[src/pds_pkg.sv]
// Shared types and constants for the PLL divider search unit.
`default_nettype none

package pds_pkg;

   localparam int unsigned HZ_PER_KHZ = 1000;

   // Configuration register indexes
   localparam logic [2:0] CSR_PRESCALER_MIN  = 3'd0;
   localparam logic [2:0] CSR_PRESCALER_MAX  = 3'd1;
   localparam logic [2:0] CSR_MULTIPLIER_MIN = 3'd2;
   localparam logic [2:0] CSR_MULTIPLIER_MAX = 3'd3;
   localparam logic [2:0] CSR_REF_MIN_KHZ    = 3'd4;
   localparam logic [2:0] CSR_REF_MAX_KHZ    = 3'd5;
   localparam logic [2:0] CSR_OUTPUT_HALVE   = 3'd6;

   // Reset values
   localparam logic [5:0]  RST_PRESCALER_MIN  = 6'd1;
   localparam logic [5:0]  RST_PRESCALER_MAX  = 6'd25;
   localparam logic [5:0]  RST_MULTIPLIER_MIN = 6'd24;
   localparam logic [5:0]  RST_MULTIPLIER_MAX = 6'd55;
   localparam logic [15:0] RST_REF_MIN_KHZ    = 16'd2000;
   localparam logic [15:0] RST_REF_MAX_KHZ    = 16'd4000;

   // Divider step counts: 16-bit reference quotient, 32-bit clock quotient
   localparam logic [5:0] REF_DIV_STEPS = 6'd16;
   localparam logic [5:0] HZ_DIV_STEPS  = 6'd32;

   typedef struct packed {
      logic [15:0] osc_khz;
      logic [17:0] target_khz;
   } req_type;

   typedef struct packed {
      logic        no_solution;
      logic [4:0]  prescaler_code;
      logic [5:0]  multiplier_code;
      logic [31:0] core_clock_hz;
   } rsp_type;

   typedef struct packed {
      logic [5:0]  prescaler_min;
      logic [5:0]  prescaler_max;
      logic [5:0]  multiplier_min;
      logic [5:0]  multiplier_max;
      logic [15:0] ref_min_khz;
      logic [15:0] ref_max_khz;
      logic        output_halve;
   } cfg_type;

   typedef struct packed {
      logic load;
      logic ref_start;
      logic inner_init;
      logic step;
      logic p_next;
      logic hz_start;
      logic out_load;
   } ctrl_cmd_type;

   typedef struct packed {
      logic div_busy;
      logic p_empty;
      logic v_empty;
      logic p_zero;
      logic p_last;
      logic ref_ok;
      logic v_last;
      logic exact;
      logic found;
      logic out_free;
   } ctrl_sts_type;

endpackage

`default_nettype wire

[src/pds_div.sv]
// Restoring divider, one quotient bit per cycle, 6-bit divisor.
`default_nettype none

module pds_div (
   input  wire logic        clock,
   input  wire logic        reset,
   input  wire logic        start,
   input  wire logic [31:0] dividend,
   input  wire logic [5:0]  divisor,
   input  wire logic [5:0]  steps,
   output logic             busy,
   output logic [31:0]      quotient,
   output logic [5:0]       remainder
);
   import pds_pkg::*;

   logic [31:0] dq_ff, dq_in;
   logic [5:0]  rem_ff, rem_in;
   logic [5:0]  dvs_ff, dvs_in;
   logic [5:0]  cnt_ff, cnt_in;
   logic        busy_ff, busy_in;
   logic [6:0]  trial;
   logic        ge;

   assign trial = {rem_ff, dq_ff[31]};
   assign ge    = trial >= {1'b0, dvs_ff};

   always_comb begin
      dq_in   = dq_ff;
      rem_in  = rem_ff;
      dvs_in  = dvs_ff;
      cnt_in  = cnt_ff;
      busy_in = busy_ff;
      if (start) begin
         dq_in   = dividend;
         rem_in  = 6'd0;
         dvs_in  = divisor;
         cnt_in  = steps;
         busy_in = 1'b1;
      end else if (busy_ff) begin
         rem_in  = ge ? 6'(trial - {1'b0, dvs_ff}) : trial[5:0];
         dq_in   = {dq_ff[30:0], ge};
         cnt_in  = cnt_ff - 6'd1;
         busy_in = (cnt_ff != 6'd1);
      end
   end

   always_ff @(posedge clock) begin
      if (reset) begin
         busy_ff <= 1'b0;
      end else begin
         busy_ff <= busy_in;
      end
      dq_ff  <= dq_in;
      rem_ff <= rem_in;
      dvs_ff <= dvs_in;
      cnt_ff <= cnt_in;
   end

   assign busy      = busy_ff;
   assign quotient  = dq_ff;
   assign remainder = rem_ff;

endmodule

`default_nettype wire

[src/pds_datapath.sv]
// Search datapath: loop counters, incremental clock quotient, best-pair tracking, result register.
`default_nettype none

module pds_datapath (
   input  wire logic                  clock,
   input  wire logic                  reset,
   input  wire pds_pkg::cfg_type      cfg,
   input  wire pds_pkg::ctrl_cmd_type cmd,
   output pds_pkg::ctrl_sts_type      sts,
   input  wire pds_pkg::req_type      req_data,
   output logic                       rsp_valid,
   input  wire logic                  rsp_stall,
   output pds_pkg::rsp_type           rsp_data
);
   import pds_pkg::*;

   logic [15:0] osc_ff, osc_in;
   logic [17:0] target_ff, target_in;
   logic [25:0] osc_k_ff, osc_k_in;
   logic [5:0]  p_ff, p_in;
   logic [5:0]  v_ff, v_in;
   logic [15:0] qo_ff, qo_in;
   logic [5:0]  ro_ff, ro_in;
   logic [21:0] acc_q_ff, acc_q_in;
   logic [5:0]  acc_r_ff, acc_r_in;
   logic        found_ff, found_in;
   logic [21:0] best_diff_ff, best_diff_in;
   logic [5:0]  best_p_ff, best_p_in;
   logic [5:0]  best_v_ff, best_v_in;
   logic        rsp_valid_ff, rsp_valid_in;
   rsp_type     rsp_ff, rsp_in;

   logic        div_busy;
   logic [31:0] div_q;
   logic [5:0]  div_r;
   logic [31:0] div_dividend;
   logic [5:0]  div_divisor;
   logic [5:0]  div_steps;

   logic [21:0] clk_val;
   logic [21:0] target_ext;
   logic [21:0] diff;
   logic        eval;
   logic [6:0]  sum_r;
   logic        wrap;
   logic [31:0] hz_clk;

   always_comb begin
      if (cmd.hz_start) begin
         div_dividend = 32'(osc_k_ff) * 32'(best_v_ff);
         div_divisor  = best_p_ff;
         div_steps    = HZ_DIV_STEPS;
      end else begin
         div_dividend = {osc_ff, 16'h0000};
         div_divisor  = p_ff;
         div_steps    = REF_DIV_STEPS;
      end
   end

   pds_div u_div (
      .clock     (clock),
      .reset     (reset),
      .start     (cmd.ref_start | cmd.hz_start),
      .dividend  (div_dividend),
      .divisor   (div_divisor),
      .steps     (div_steps),
      .busy      (div_busy),
      .quotient  (div_q),
      .remainder (div_r)
   );

   // evaluation of the current multiplier
   assign clk_val    = cfg.output_halve ? {1'b0, acc_q_ff[21:1]} : acc_q_ff;
   assign target_ext = {4'h0, target_ff};
   assign diff       = (clk_val >= target_ext) ? clk_val - target_ext : target_ext - clk_val;
   assign eval       = v_ff >= cfg.multiplier_min;

   // osc*(v+1)/p from osc*v/p: add osc/p and osc%p, fold the remainder once
   assign sum_r = {1'b0, acc_r_ff} + {1'b0, ro_ff};
   assign wrap  = sum_r >= {1'b0, p_ff};

   assign hz_clk = cfg.output_halve ? {1'b0, div_q[31:1]} : div_q;

   always_comb begin
      osc_in       = osc_ff;
      target_in    = target_ff;
      osc_k_in     = osc_k_ff;
      p_in         = p_ff;
      v_in         = v_ff;
      qo_in        = qo_ff;
      ro_in        = ro_ff;
      acc_q_in     = acc_q_ff;
      acc_r_in     = acc_r_ff;
      found_in     = found_ff;
      best_diff_in = best_diff_ff;
      best_p_in    = best_p_ff;
      best_v_in    = best_v_ff;
      rsp_in       = rsp_ff;
      rsp_valid_in = rsp_valid_ff && rsp_stall;

      if (cmd.load) begin
         osc_in    = req_data.osc_khz;
         target_in = req_data.target_khz;
         osc_k_in  = 26'(req_data.osc_khz * 26'(HZ_PER_KHZ));
         p_in      = cfg.prescaler_min;
         found_in  = 1'b0;
      end
      if (cmd.p_next) begin
         p_in = p_ff + 6'd1;
      end
      if (cmd.inner_init) begin
         qo_in    = div_q[15:0];
         ro_in    = div_r;
         v_in     = 6'd0;
         acc_q_in = 22'd0;
         acc_r_in = 6'd0;
      end
      if (cmd.step) begin
         if (eval && (!found_ff || diff < best_diff_ff)) begin
            found_in     = 1'b1;
            best_diff_in = diff;
            best_p_in    = p_ff;
            best_v_in    = v_ff;
         end
         acc_r_in = wrap ? 6'(sum_r - {1'b0, p_ff}) : sum_r[5:0];
         acc_q_in = acc_q_ff + {6'h00, qo_ff} + {21'h0, wrap};
         v_in     = v_ff + 6'd1;
      end
      if (cmd.out_load) begin
         rsp_valid_in = 1'b1;
         if (found_ff) begin
            rsp_in.no_solution     = 1'b0;
            rsp_in.prescaler_code  = 5'(best_p_ff - cfg.prescaler_min);
            rsp_in.multiplier_code = best_v_ff - cfg.multiplier_min;
            rsp_in.core_clock_hz   = hz_clk;
         end else begin
            rsp_in.no_solution     = 1'b1;
            rsp_in.prescaler_code  = 5'd0;
            rsp_in.multiplier_code = 6'd0;
            rsp_in.core_clock_hz   = 32'd0;
         end
      end
   end

   always_ff @(posedge clock) begin
      if (reset) begin
         rsp_valid_ff <= 1'b0;
         found_ff     <= 1'b0;
      end else begin
         rsp_valid_ff <= rsp_valid_in;
         found_ff     <= found_in;
      end
      osc_ff       <= osc_in;
      target_ff    <= target_in;
      osc_k_ff     <= osc_k_in;
      p_ff         <= p_in;
      v_ff         <= v_in;
      qo_ff        <= qo_in;
      ro_ff        <= ro_in;
      acc_q_ff     <= acc_q_in;
      acc_r_ff     <= acc_r_in;
      best_diff_ff <= best_diff_in;
      best_p_ff    <= best_p_in;
      best_v_ff    <= best_v_in;
      rsp_ff       <= rsp_in;
   end

   always_comb begin
      sts.div_busy = div_busy;
      sts.p_empty  = cfg.prescaler_min > cfg.prescaler_max;
      sts.v_empty  = cfg.multiplier_min > cfg.multiplier_max;
      sts.p_zero   = p_ff == 6'd0;
      sts.p_last   = p_ff == cfg.prescaler_max;
      sts.ref_ok   = (div_q[15:0] >= cfg.ref_min_khz) && (div_q[15:0] <= cfg.ref_max_khz);
      sts.v_last   = v_ff == cfg.multiplier_max;
      sts.exact    = eval && (diff == 22'd0);
      sts.found    = found_ff;
      sts.out_free = !rsp_valid_ff || !rsp_stall;
   end

   assign rsp_valid = rsp_valid_ff;
   assign rsp_data  = rsp_ff;

endmodule

`default_nettype wire

[src/pds_ctrl.sv]
// Search sequencer: walks prescalers and multipliers, runs the divider, loads the result.
`default_nettype none

module pds_ctrl (
   input  wire logic                  clock,
   input  wire logic                  reset,
   input  wire logic                  req_valid,
   output logic                       req_stall,
   input  wire pds_pkg::ctrl_sts_type sts,
   output pds_pkg::ctrl_cmd_type      cmd
);
   import pds_pkg::*;

   typedef enum logic [6:0] {
      ST_IDLE = 7'b0000001,
      ST_PSEL = 7'b0000010,
      ST_REFW = 7'b0000100,
      ST_STEP = 7'b0001000,
      ST_FIN  = 7'b0010000,
      ST_HZW  = 7'b0100000,
      ST_OUT  = 7'b1000000
   } state_type;

   state_type state_ff, state_in;

   always_comb begin
      state_in = state_ff;
      cmd      = '0;
      unique case (state_ff)
         ST_IDLE: begin
            if (req_valid) begin
               cmd.load = 1'b1;
               state_in = ST_PSEL;
            end
         end
         ST_PSEL: begin
            if (sts.p_empty) begin
               state_in = ST_FIN;
            end else if (sts.p_zero) begin
               if (sts.p_last) begin
                  state_in = ST_FIN;
               end else begin
                  cmd.p_next = 1'b1;
               end
            end else begin
               cmd.ref_start = 1'b1;
               state_in      = ST_REFW;
            end
         end
         ST_REFW: begin
            if (!sts.div_busy) begin
               if (sts.ref_ok && !sts.v_empty) begin
                  cmd.inner_init = 1'b1;
                  state_in       = ST_STEP;
               end else if (sts.p_last) begin
                  state_in = ST_FIN;
               end else begin
                  cmd.p_next = 1'b1;
                  state_in   = ST_PSEL;
               end
            end
         end
         ST_STEP: begin
            cmd.step = 1'b1;
            // an exact hit can never be beaten later: end the whole search
            if (sts.exact) begin
               state_in = ST_FIN;
            end else if (sts.v_last) begin
               if (sts.p_last) begin
                  state_in = ST_FIN;
               end else begin
                  cmd.p_next = 1'b1;
                  state_in   = ST_PSEL;
               end
            end
         end
         ST_FIN: begin
            if (sts.found) begin
               cmd.hz_start = 1'b1;
               state_in     = ST_HZW;
            end else begin
               state_in = ST_OUT;
            end
         end
         ST_HZW: begin
            if (!sts.div_busy) begin
               state_in = ST_OUT;
            end
         end
         ST_OUT: begin
            if (sts.out_free) begin
               cmd.out_load = 1'b1;
               state_in     = ST_IDLE;
            end
         end
         default: begin
            state_in = ST_IDLE;
         end
      endcase
   end

   always_ff @(posedge clock) begin
      if (reset) begin
         state_ff <= ST_IDLE;
      end else begin
         state_ff <= state_in;
      end
   end

   assign req_stall = (state_ff != ST_IDLE);

endmodule

`default_nettype wire

[src/pll_divider_search_unit.sv]
// PLL prescaler/multiplier search unit: top level with configuration registers.
//
// Usage:
//  - req channel: one item = {osc_khz, target_khz}, accepted when req_valid=1 and
//    req_stall=0. req_stall is low only while the sequencer is idle.
//  - rsp channel: one item per request = {no_solution, prescaler_code,
//    multiplier_code, core_clock_hz}, held in an output register until taken.
//  - csr port: write-only; csr_wr_en with csr_index 0..6 updates one register.
//    Write only while no search is in flight. Index 7 is ignored.
// One item at a time: the divider produces one quotient bit per cycle and the
// inner loop evaluates one multiplier per cycle. For each prescaler p the
// reference osc/p is divided out; a usable p then steps through its multipliers.
// A final Hz division runs only when a pair was found, and a zero prescaler is
// skipped. An exact hit ends the search early. A new item is accepted only
// once the previous search is done.
// A new item is taken while the previous result is still waiting, but its
// result is written only once the output register is free.
// Reset: synchronous, active high; clears the sequencer and the output valid
// and restores the configuration registers to their defaults.
`default_nettype none

module pll_divider_search_unit (
   input  wire logic             clock,
   input  wire logic             reset,
   input  wire logic             req_valid,
   output logic                  req_stall,
   input  wire pds_pkg::req_type req_data,
   output logic                  rsp_valid,
   input  wire logic             rsp_stall,
   output pds_pkg::rsp_type      rsp_data,
   input  wire logic             csr_wr_en,
   input  wire logic [2:0]       csr_index,
   input  wire logic [15:0]      csr_wr_data
);
   import pds_pkg::*;

   cfg_type      cfg_ff, cfg_in;
   ctrl_cmd_type cmd;
   ctrl_sts_type sts;

   // configuration register decode
   always_comb begin
      cfg_in = cfg_ff;
      if (csr_wr_en) begin
         unique case (csr_index)
            CSR_PRESCALER_MIN:  cfg_in.prescaler_min  = csr_wr_data[5:0];
            CSR_PRESCALER_MAX:  cfg_in.prescaler_max  = csr_wr_data[5:0];
            CSR_MULTIPLIER_MIN: cfg_in.multiplier_min = csr_wr_data[5:0];
            CSR_MULTIPLIER_MAX: cfg_in.multiplier_max = csr_wr_data[5:0];
            CSR_REF_MIN_KHZ:    cfg_in.ref_min_khz    = csr_wr_data;
            CSR_REF_MAX_KHZ:    cfg_in.ref_max_khz    = csr_wr_data;
            CSR_OUTPUT_HALVE:   cfg_in.output_halve   = csr_wr_data[0];
            default:            cfg_in = cfg_ff;
         endcase
      end
   end

   always_ff @(posedge clock) begin
      if (reset) begin
         cfg_ff.prescaler_min  <= RST_PRESCALER_MIN;
         cfg_ff.prescaler_max  <= RST_PRESCALER_MAX;
         cfg_ff.multiplier_min <= RST_MULTIPLIER_MIN;
         cfg_ff.multiplier_max <= RST_MULTIPLIER_MAX;
         cfg_ff.ref_min_khz    <= RST_REF_MIN_KHZ;
         cfg_ff.ref_max_khz    <= RST_REF_MAX_KHZ;
         cfg_ff.output_halve   <= 1'b0;
      end else begin
         cfg_ff <= cfg_in;
      end
   end

   // sequencer
   pds_ctrl u_ctrl (
      .clock     (clock),
      .reset     (reset),
      .req_valid (req_valid),
      .req_stall (req_stall),
      .sts       (sts),
      .cmd       (cmd)
   );

   // datapath with shared divider and result register
   pds_datapath u_dp (
      .clock     (clock),
      .reset     (reset),
      .cfg       (cfg_ff),
      .cmd       (cmd),
      .sts       (sts),
      .req_data  (req_data),
      .rsp_valid (rsp_valid),
      .rsp_stall (rsp_stall),
      .rsp_data  (rsp_data)
   );

endmodule

`default_nettype wire
[config.mk]
export PLATFORM = sky130hd
export DESIGN_NAME = pll_divider_search_unit
export DESIGN_NICKNAME = d
export VERILOG_FILES = /design/src/pds_pkg.sv /design/src/pds_div.sv /design/src/pds_datapath.sv /design/src/pds_ctrl.sv /design/src/pll_divider_search_unit.sv
export SDC_FILE = /design/constraint.sdc
export NUM_CORES = 1
export LEC_CHECK = 0
export ABC_AREA = 1
export BUFFER_PORTS_ARGS = -buffer_cell sky130_fd_sc_hd__buf_2
export CAP_MARGIN = 20
export CORE_MARGIN = 2
export CORE_UTILIZATION = 59
export CTS_CLUSTER_SIZE = 40
export DETAILED_ROUTE_END_ITERATION = 6
export PLACE_DENSITY = 0.75
export SLEW_MARGIN = 20
export SYNTH_ARGS = -nofsm -noshare
export SYNTH_HDL_FRONTEND = slang
export SYNTH_SLANG_ARGS = --single-unit
[constraint.sdc]
create_clock -name clock -period 11.75 [get_ports clock]
set_input_delay 0.5875 -clock clock [delete_from_list [all_inputs] [get_ports clock]]
set_output_delay 0.5875 -clock clock [all_outputs]
set_load 0.02 [all_outputs]
* Word-level counts from Yosys, hierarchy flattened
Cells that the tools add are included.
** Word-level totals
- Logic and storage cells :: 167
- Output and inout port bits :: 46
- Flip-flop bits (word level) :: 314
- Input bits :: 58
** Operators by class
- Multiplexer cells :: 60
- Eq/ne operators :: 23
- Bitwise gates (word level) :: 2
- Reduce and logical (&&, ||, !) cells :: 27
- $lt $le $gt $ge :: 9
- Multipliers :: 2
- $add $sub $neg :: 12
** Operators with widths (count)
- two-way mux 32 bit :: 4
- two-way mux 22 bit :: 4
- two-way mux 7 bit :: 10
- two-way mux 6 bit :: 11
- case mux 7 bit (7 select lines) :: 1
- two-way mux 44 bit :: 1
- multiplier 23 x 6 -> 29 bit :: 1
- two-way mux 1 bit :: 26
- multiplier 16 x 7 -> 23 bit (second input constant) :: 1
- adder 22 x 1 -> 22 bit :: 1
- adder 22 x 16 -> 22 bit :: 1
- greater-or-equal comparator 22 x 18 -> 1 bit :: 1
- zero test 22 bit :: 1
- less-than comparator 22 bit :: 1
- subtractor 18 x 22 -> 22 bit :: 1
- subtractor 22 x 18 -> 22 bit :: 1
- subtractor 6 bit :: 3
- greater-or-equal comparator 16 bit :: 1
- less-or-equal comparator 16 bit :: 1
- AND reduction 2 bit :: 8
- greater-or-equal comparator 7 x 6 -> 1 bit :: 2
- adder 6 x 1 -> 6 bit (second input constant) :: 2
- == test 6 bit :: 2
- > comparator 6 bit :: 2
- 31 further kinds :: 48

* Depth between registers and ports, before layout
- Depth after elaboration :: 8
- Mapped depth :: 34
- Mapped depth without buffers :: 31

* Hierarchy
From an unflattened synthesis, not the netlist that was laid out.
** Unflattened totals
- Cells, all modules :: 3208
- Area total of the unflattened synthesis :: 25951.1 µm²
** By module, submodules not included
- pds_datapath :: area an instance 20444.6 µm², sequential area each 5895.7 µm², cells an instance 2493, times used 1
- pds_div :: area an instance 2575.0 µm², sequential area each 1461.4 µm², cells an instance 287, times used 1
- pll_divider_search_unit :: area an instance 2235.9 µm², sequential area each 1141.1 µm², cells an instance 315, times used 1
- pds_ctrl :: area an instance 695.7 µm², sequential area each 140.1 µm², cells an instance 113, times used 1

* Least setup slack after synthesis
No wires, ideal clock.
- Kind :: reg-to-reg
- From :: reg u_dp.acc_r_ff[0]
- To :: reg u_dp.acc_q_ff[18] (data pin)
- Data arrival time :: 4.803 ns
- Data required time :: 11.493 ns
- Setup time :: 0.257 ns
- Slack :: 6.690 ns
- Buffers on the path :: 1
- Stages on the path, launching flop included :: 28
- Clock period less this slack :: 5.060 ns
- Path through :: edfxtp_1 -> ha_1 -> fa_1 -> xor2_1 -> ha_1 -> nand2_1 -> nor2_1 -> a211oi_1 -> o21ai_0 -> a21oi_1 -> o21ai_0 -> nand2_1 -> nand2_1 -> clkbuf_1 -> fa_1 -> fa_1 -> nand3_1 -> nand3_1 -> a31oi_1 -> o21ai_0 -> a21boi_0 -> o21ai_0 -> a21boi_0 -> o21ai_0 -> nand2_1 -> inv_1 -> a21oi_1 -> nor2_1
** Between the ends
- Cells in the longest elaborated chain, start to end :: 4
** RTL lines
- start, declared :: RTL line pds_datapath.sv:25 : logic [5:0] acc_r_ff, acc_r_in;
- start signal, assigned :: RTL line pds_datapath.sv:161 : acc_r_ff <= acc_r_in;
- adder 6 x 6 -> 7 bit :: RTL line pds_datapath.sv:79 : assign sum_r = {1'b0, acc_r_ff} + {1'b0, ro_ff};
- greater-or-equal comparator 7 x 6 -> 1 bit :: RTL line pds_datapath.sv:80 : assign wrap = sum_r >= {1'b0, p_ff};
- adder 22 x 1 -> 22 bit :: RTL line pds_datapath.sv:126 : acc_q_in = acc_q_ff + {6'h00, qo_ff} + {21'h0, wrap};
- two-way mux 22 bit :: RTL line pds_datapath.sv:118 : if (cmd.step) begin
- end signal, assigned :: RTL line pds_datapath.sv:160 : acc_q_ff <= acc_q_in;
- end, declared :: RTL line pds_datapath.sv:24 : logic [21:0] acc_q_ff, acc_q_in;
No other way between the ends.
A chain may end at the register's enable or synchronous reset.

* Worst setup path in the final report
- From :: reg cfg_ff[0] in the netlist's numbering
- To :: reg u_dp.best_diff_ff[9] (enable)
** Between the ends
- Cells in the longest elaborated chain, start to end :: 7
- Elaborated cells on any way between the ends :: 9
- Classes of those cells :: add/sub: 2; order compare: 2; mux: 2; reduce/logical: 3
** RTL lines
- start, declared :: RTL line pll_divider_search_unit.sv:37 : cfg_type cfg_ff, cfg_in;
- start signal, assigned :: RTL line pll_divider_search_unit.sv:68 : cfg_ff <= cfg_in;
- two-way mux 22 bit * :: RTL line pds_datapath.sv:73 : assign clk_val = cfg.output_halve ? {1'b0, acc_q_ff[21:1]} : acc_q_ff;
- subtractor 18 x 22 -> 22 bit, or another cell as far along :: RTL line pds_datapath.sv:75 : assign diff = (clk_val >= target_ext) ? clk_val - target_ext : target_ext - clk_val;
- two-way mux 22 bit * :: RTL line pds_datapath.sv:75
- via u_dp.diff[5] :: RTL line pds_datapath.sv:42 : logic [21:0] diff;
- less-than comparator 22 bit * :: RTL line pds_datapath.sv:119 : if (eval && (!found_ff || diff < best_diff_ff)) begin
- logical OR 1 bit * :: RTL line pds_datapath.sv:119
- logical AND 1 bit * :: RTL line pds_datapath.sv:119
- AND reduction 2 bit (no line) *
- end signal, assigned :: RTL line pds_datapath.sv:162 : best_diff_ff <= best_diff_in;
- end, declared :: RTL line pds_datapath.sv:27 : logic [21:0] best_diff_ff, best_diff_in;
The timed path passes the listed nets; every way through them passes the cells marked *.

==> flow_summary.toml <==
[cts]
clockBufferDepth = 3
cts_tree = "yes"
cts_root_buf = "clkbuf_16"
clkTransAtPathRegs_ns = 0.06
clk_latency_ns = 0.56
htreeDepth = 2
cts_buffers = 37
clkSinkCount = 312
post_cts_buffers = 0
ctsHoldBuffers = 0
post_cts_resized = 0

[synthesis]
yosysTopAreaCellShare_pct = 29.1
synthDistinctLibCells = 57
avgSynthCellArea_sq_um = 8.53
synthArstFlopShare_pct = 0
synth_area_sq_um = 24600
synth_commonest_cells = "nand2_1 (619), inv_1 (460), ha_1 (242), edfxtp_1 (239), a21oi_1 (237)"
synth_area_leaders = "edfxtp_1 (29%), ha_1 (12%), fa_1 (12%), nand2_1 (9.4%), inv_1 (7.0%)"
yosysMostFrequentCell = "nand2_1"
yosys_register_bits = 312
syn_inst = 2888
ys_warn_count = 0
synth_flop_cell = "edfxtp_1"
syn_nets = 3336
synth-seq-area-share_pct = 35.1
yosysTopAreaCell = "edfxtp_1"
synth-edff-count = 239

[critical_path]
worst-path-buf-inv = 7
critPathKind = "flip-flop to flip-flop"
cp_data_required_time_ns = 11.95
critPathSlowestCell = "fa_1"
endpoint_kind = "flip-flop"
path_max_fanout = 61
cp_common_cell = "nand2_1"
path_delay_family = "buffers and inverters"
slowest_delay_ns = 0.55
startpoint_type = "flip-flop"
crit_arrival_ns = 6.38

[sta]
worst_slew_pin_slew_ns = 1.03
max_freq_mhz = 162
finalSetupViolations = 0
finalHoldViolCount = 0
finClkSkew_ns = 0.0214
drv_slew = 0
rsz0062_at_grt = "no"
post-route-min-period_ns = 6.17
relSlewSlack_pct = 31.4
finalCritPeriodShare_pct = 52.5
fin_setup_tns_ns = 0

[route]
routed_wl_microns = 66600
firstDrtPassIters = 7
drc_errors = 0
drt_iter0_drc = 1528
routed_via_density = 5.74
ant_nets = 0
post_drt_wl_per_cell_microns = 18.8
via_count = 20360

[power]
p_per_area_nw_per_um2 = 213
peakVddDrop_uv = 171
p_leak_nw = 12.5

[global_routing]
grt_pass1_wl_microns = 106000
grt_pass1_vias = 20647
grt_max_degree = 62
grt_antenna_before_repair = 0
grt_use_total_pct = 30.9
gr-total-overflow = 0

[final_layout]
diodes = 0
fin_area_sq_um = 26900
seqCellArea_sq_um = 8640
nFillCells = 3429
syn_to_final_growth_pct = 9.22
drive_gt1_share_pct = 8.19
nNetsFinal = 3435
multi_input_area_sq_um = 14000

[floorplanning]
die_w_microns = 208
initial_core_util_pct = 60.1
std_cell_rows = 74
io_pins = 104
dieArea_sq_um = 43400
die_h_microns = 208
coreArea_sq_um = 41000

[flow_run]
drv_cap = 0

[place]
gp_congestion = 0.947
post_dp_cell_area_sq_um = 25700
hpwlAfterDp_microns = 52200
port_buffers = 103

[min_path]
hold_class = "primary input to flip-flop"

[run_status]
outcome = "finished clean"
==> logic make-up (layout without fill, tap and decap cells) <==
kind of cell	Yosys count	count (layout)	synth area share (%)
DFF	312	312	35.1
adders and majority gates	390	390	24.3
AOI/OAI and AO/OA	552	552	12.4
xor gates and xnor gates	63	63	2.24
and+or+nand+nor	1044	1044	17.8
buffers and inverters	527	654	8.17
==> cells in the final DEF, fill, tap and decap left out, types with 6 or more instances in the layout <==
cell and instances:
o21bai_1 10, dfxtp_1 72, inv_1 459, buf_2 103, clkbuf_16 40, a21oi_1 236
nor4_1 7, a211oi_1 12, nand3b_1 6, xnor2_1 18, nand3_1 91, nor2_1 210
or2_2 22, nand2_2 16, o21ai_0 205, fa_1 148, ha_1 242, edfxtp_1 239
clkinv_2 6, nor3_1 21, clkbuf_1 11, a21o_1 16, nand4_1 31, buf_4 19
o22ai_1 6, nand2_1 618, xor2_1 45, o211ai_1 24
==> per-layer routing <==
| metal | vias to the layer above | GRT usage [%] | routed length [microns] |
|---|---|---|---|
| met3 | 148 | 4.18 | 3870 |
| met1 | 9790 | 36.8 | 26000 |
| met4 | 0 | 12.8 | 2640 |
| met2 | 685 | 56.3 | 34000 |
| li1 | 9737 | - | - |
| met5 | - | 0 | 0 |
==> state kept, by name (all words and copies together) (netlist names) <==
name                  cells
cfg_ff                   57
u_ctrl.state_ff           7
u_dp.acc_q_ff            22
u_dp.acc_r_ff             6
u_dp.best_diff_ff        22
u_dp.best_p_ff            6
u_dp.best_v_ff            6
u_dp.found_ff             1
u_dp.osc_ff              16
u_dp.osc_k_ff            21
u_dp.p_ff                 6
u_dp.qo_ff               16
u_dp.ro_ff                6
u_dp.rsp_data            44
u_dp.rsp_valid            1
u_dp.target_ff           18
u_dp.u_div.busy           1
u_dp.u_div.cnt_ff         6
u_dp.u_div.dvs_ff         6
u_dp.u_div.quotient      32
u_dp.u_div.remainder      6
u_dp.v_ff                 6
==> final cells by class <==
class | count | share of cell area (%)
sequential | 312 | 32.1
clock buffer | 56 | 4.13
clock inverter | 11 | 0.260
timing repair buffer | 122 | 2.45
multi-input combinational | 2049 | 52.1
tap | 532 | 2.47
inverter | 465 | 6.48
==> stage by stage <==
stage	setup slack, ns	power [mW]	util, %	instances	hold WS, ns
global route	5.01	6.20	65.6	3547	0.192
detailed placement	5.64	4.54	62.7	3479	0.455
global placement	5.77	4.44	62.7	3479	0.447
finish	5.58	5.72	65.6	3547	0.208
floorplan	6.69	3.78	-	2888	0.431
CTS	5.61	5.70	65.6	3546	0.174
==> power by group <==
part	leakage, nW	switching (mW)	internal (mW)
registers	2.69	0.0944	1.31
clock network	0.580	0.478	0.655
logic	9.28	2.01	1.17
==> worst paths after layout <==
| path | from | endpoint | depth (start not counted) | slack (ns) |
|---|---|---|---|---|
| worst min register to register | cfg_ff[31]$_SDFFE_PP0P_ | cfg_ff[31]$_SDFFE_PP0P_ | 2 | 0.46 |
| worst max-delay path | cfg_ff[0]$_SDFFE_PP0P_ | u_dp.best_diff_ff[9]$_DFFE_PP_ | 31 | 5.58 |
| worst min-delay path | req_data[7] | u_dp.target_ff[7]$_DFFE_PP_ | 1 | 0.21 |
| worst max register to register | cfg_ff[0]$_SDFFE_PP0P_ | u_dp.best_diff_ff[9]$_DFFE_PP_ | 31 | 5.58 |
==> worst register-to-register path: cells and delay by family, from the launching register on <==
| family | cells | cell delay (ns) |
|---|---|---|
| buf+inv | 7 | 2.01 |
| compound gates | 5 | 1.07 |
| fa+ha+maj | 2 | 0.86 |
| simple gates | 17 | 1.55 |
| flops | 1 | 0.31 |
Power figures use the tool's default switching activity.
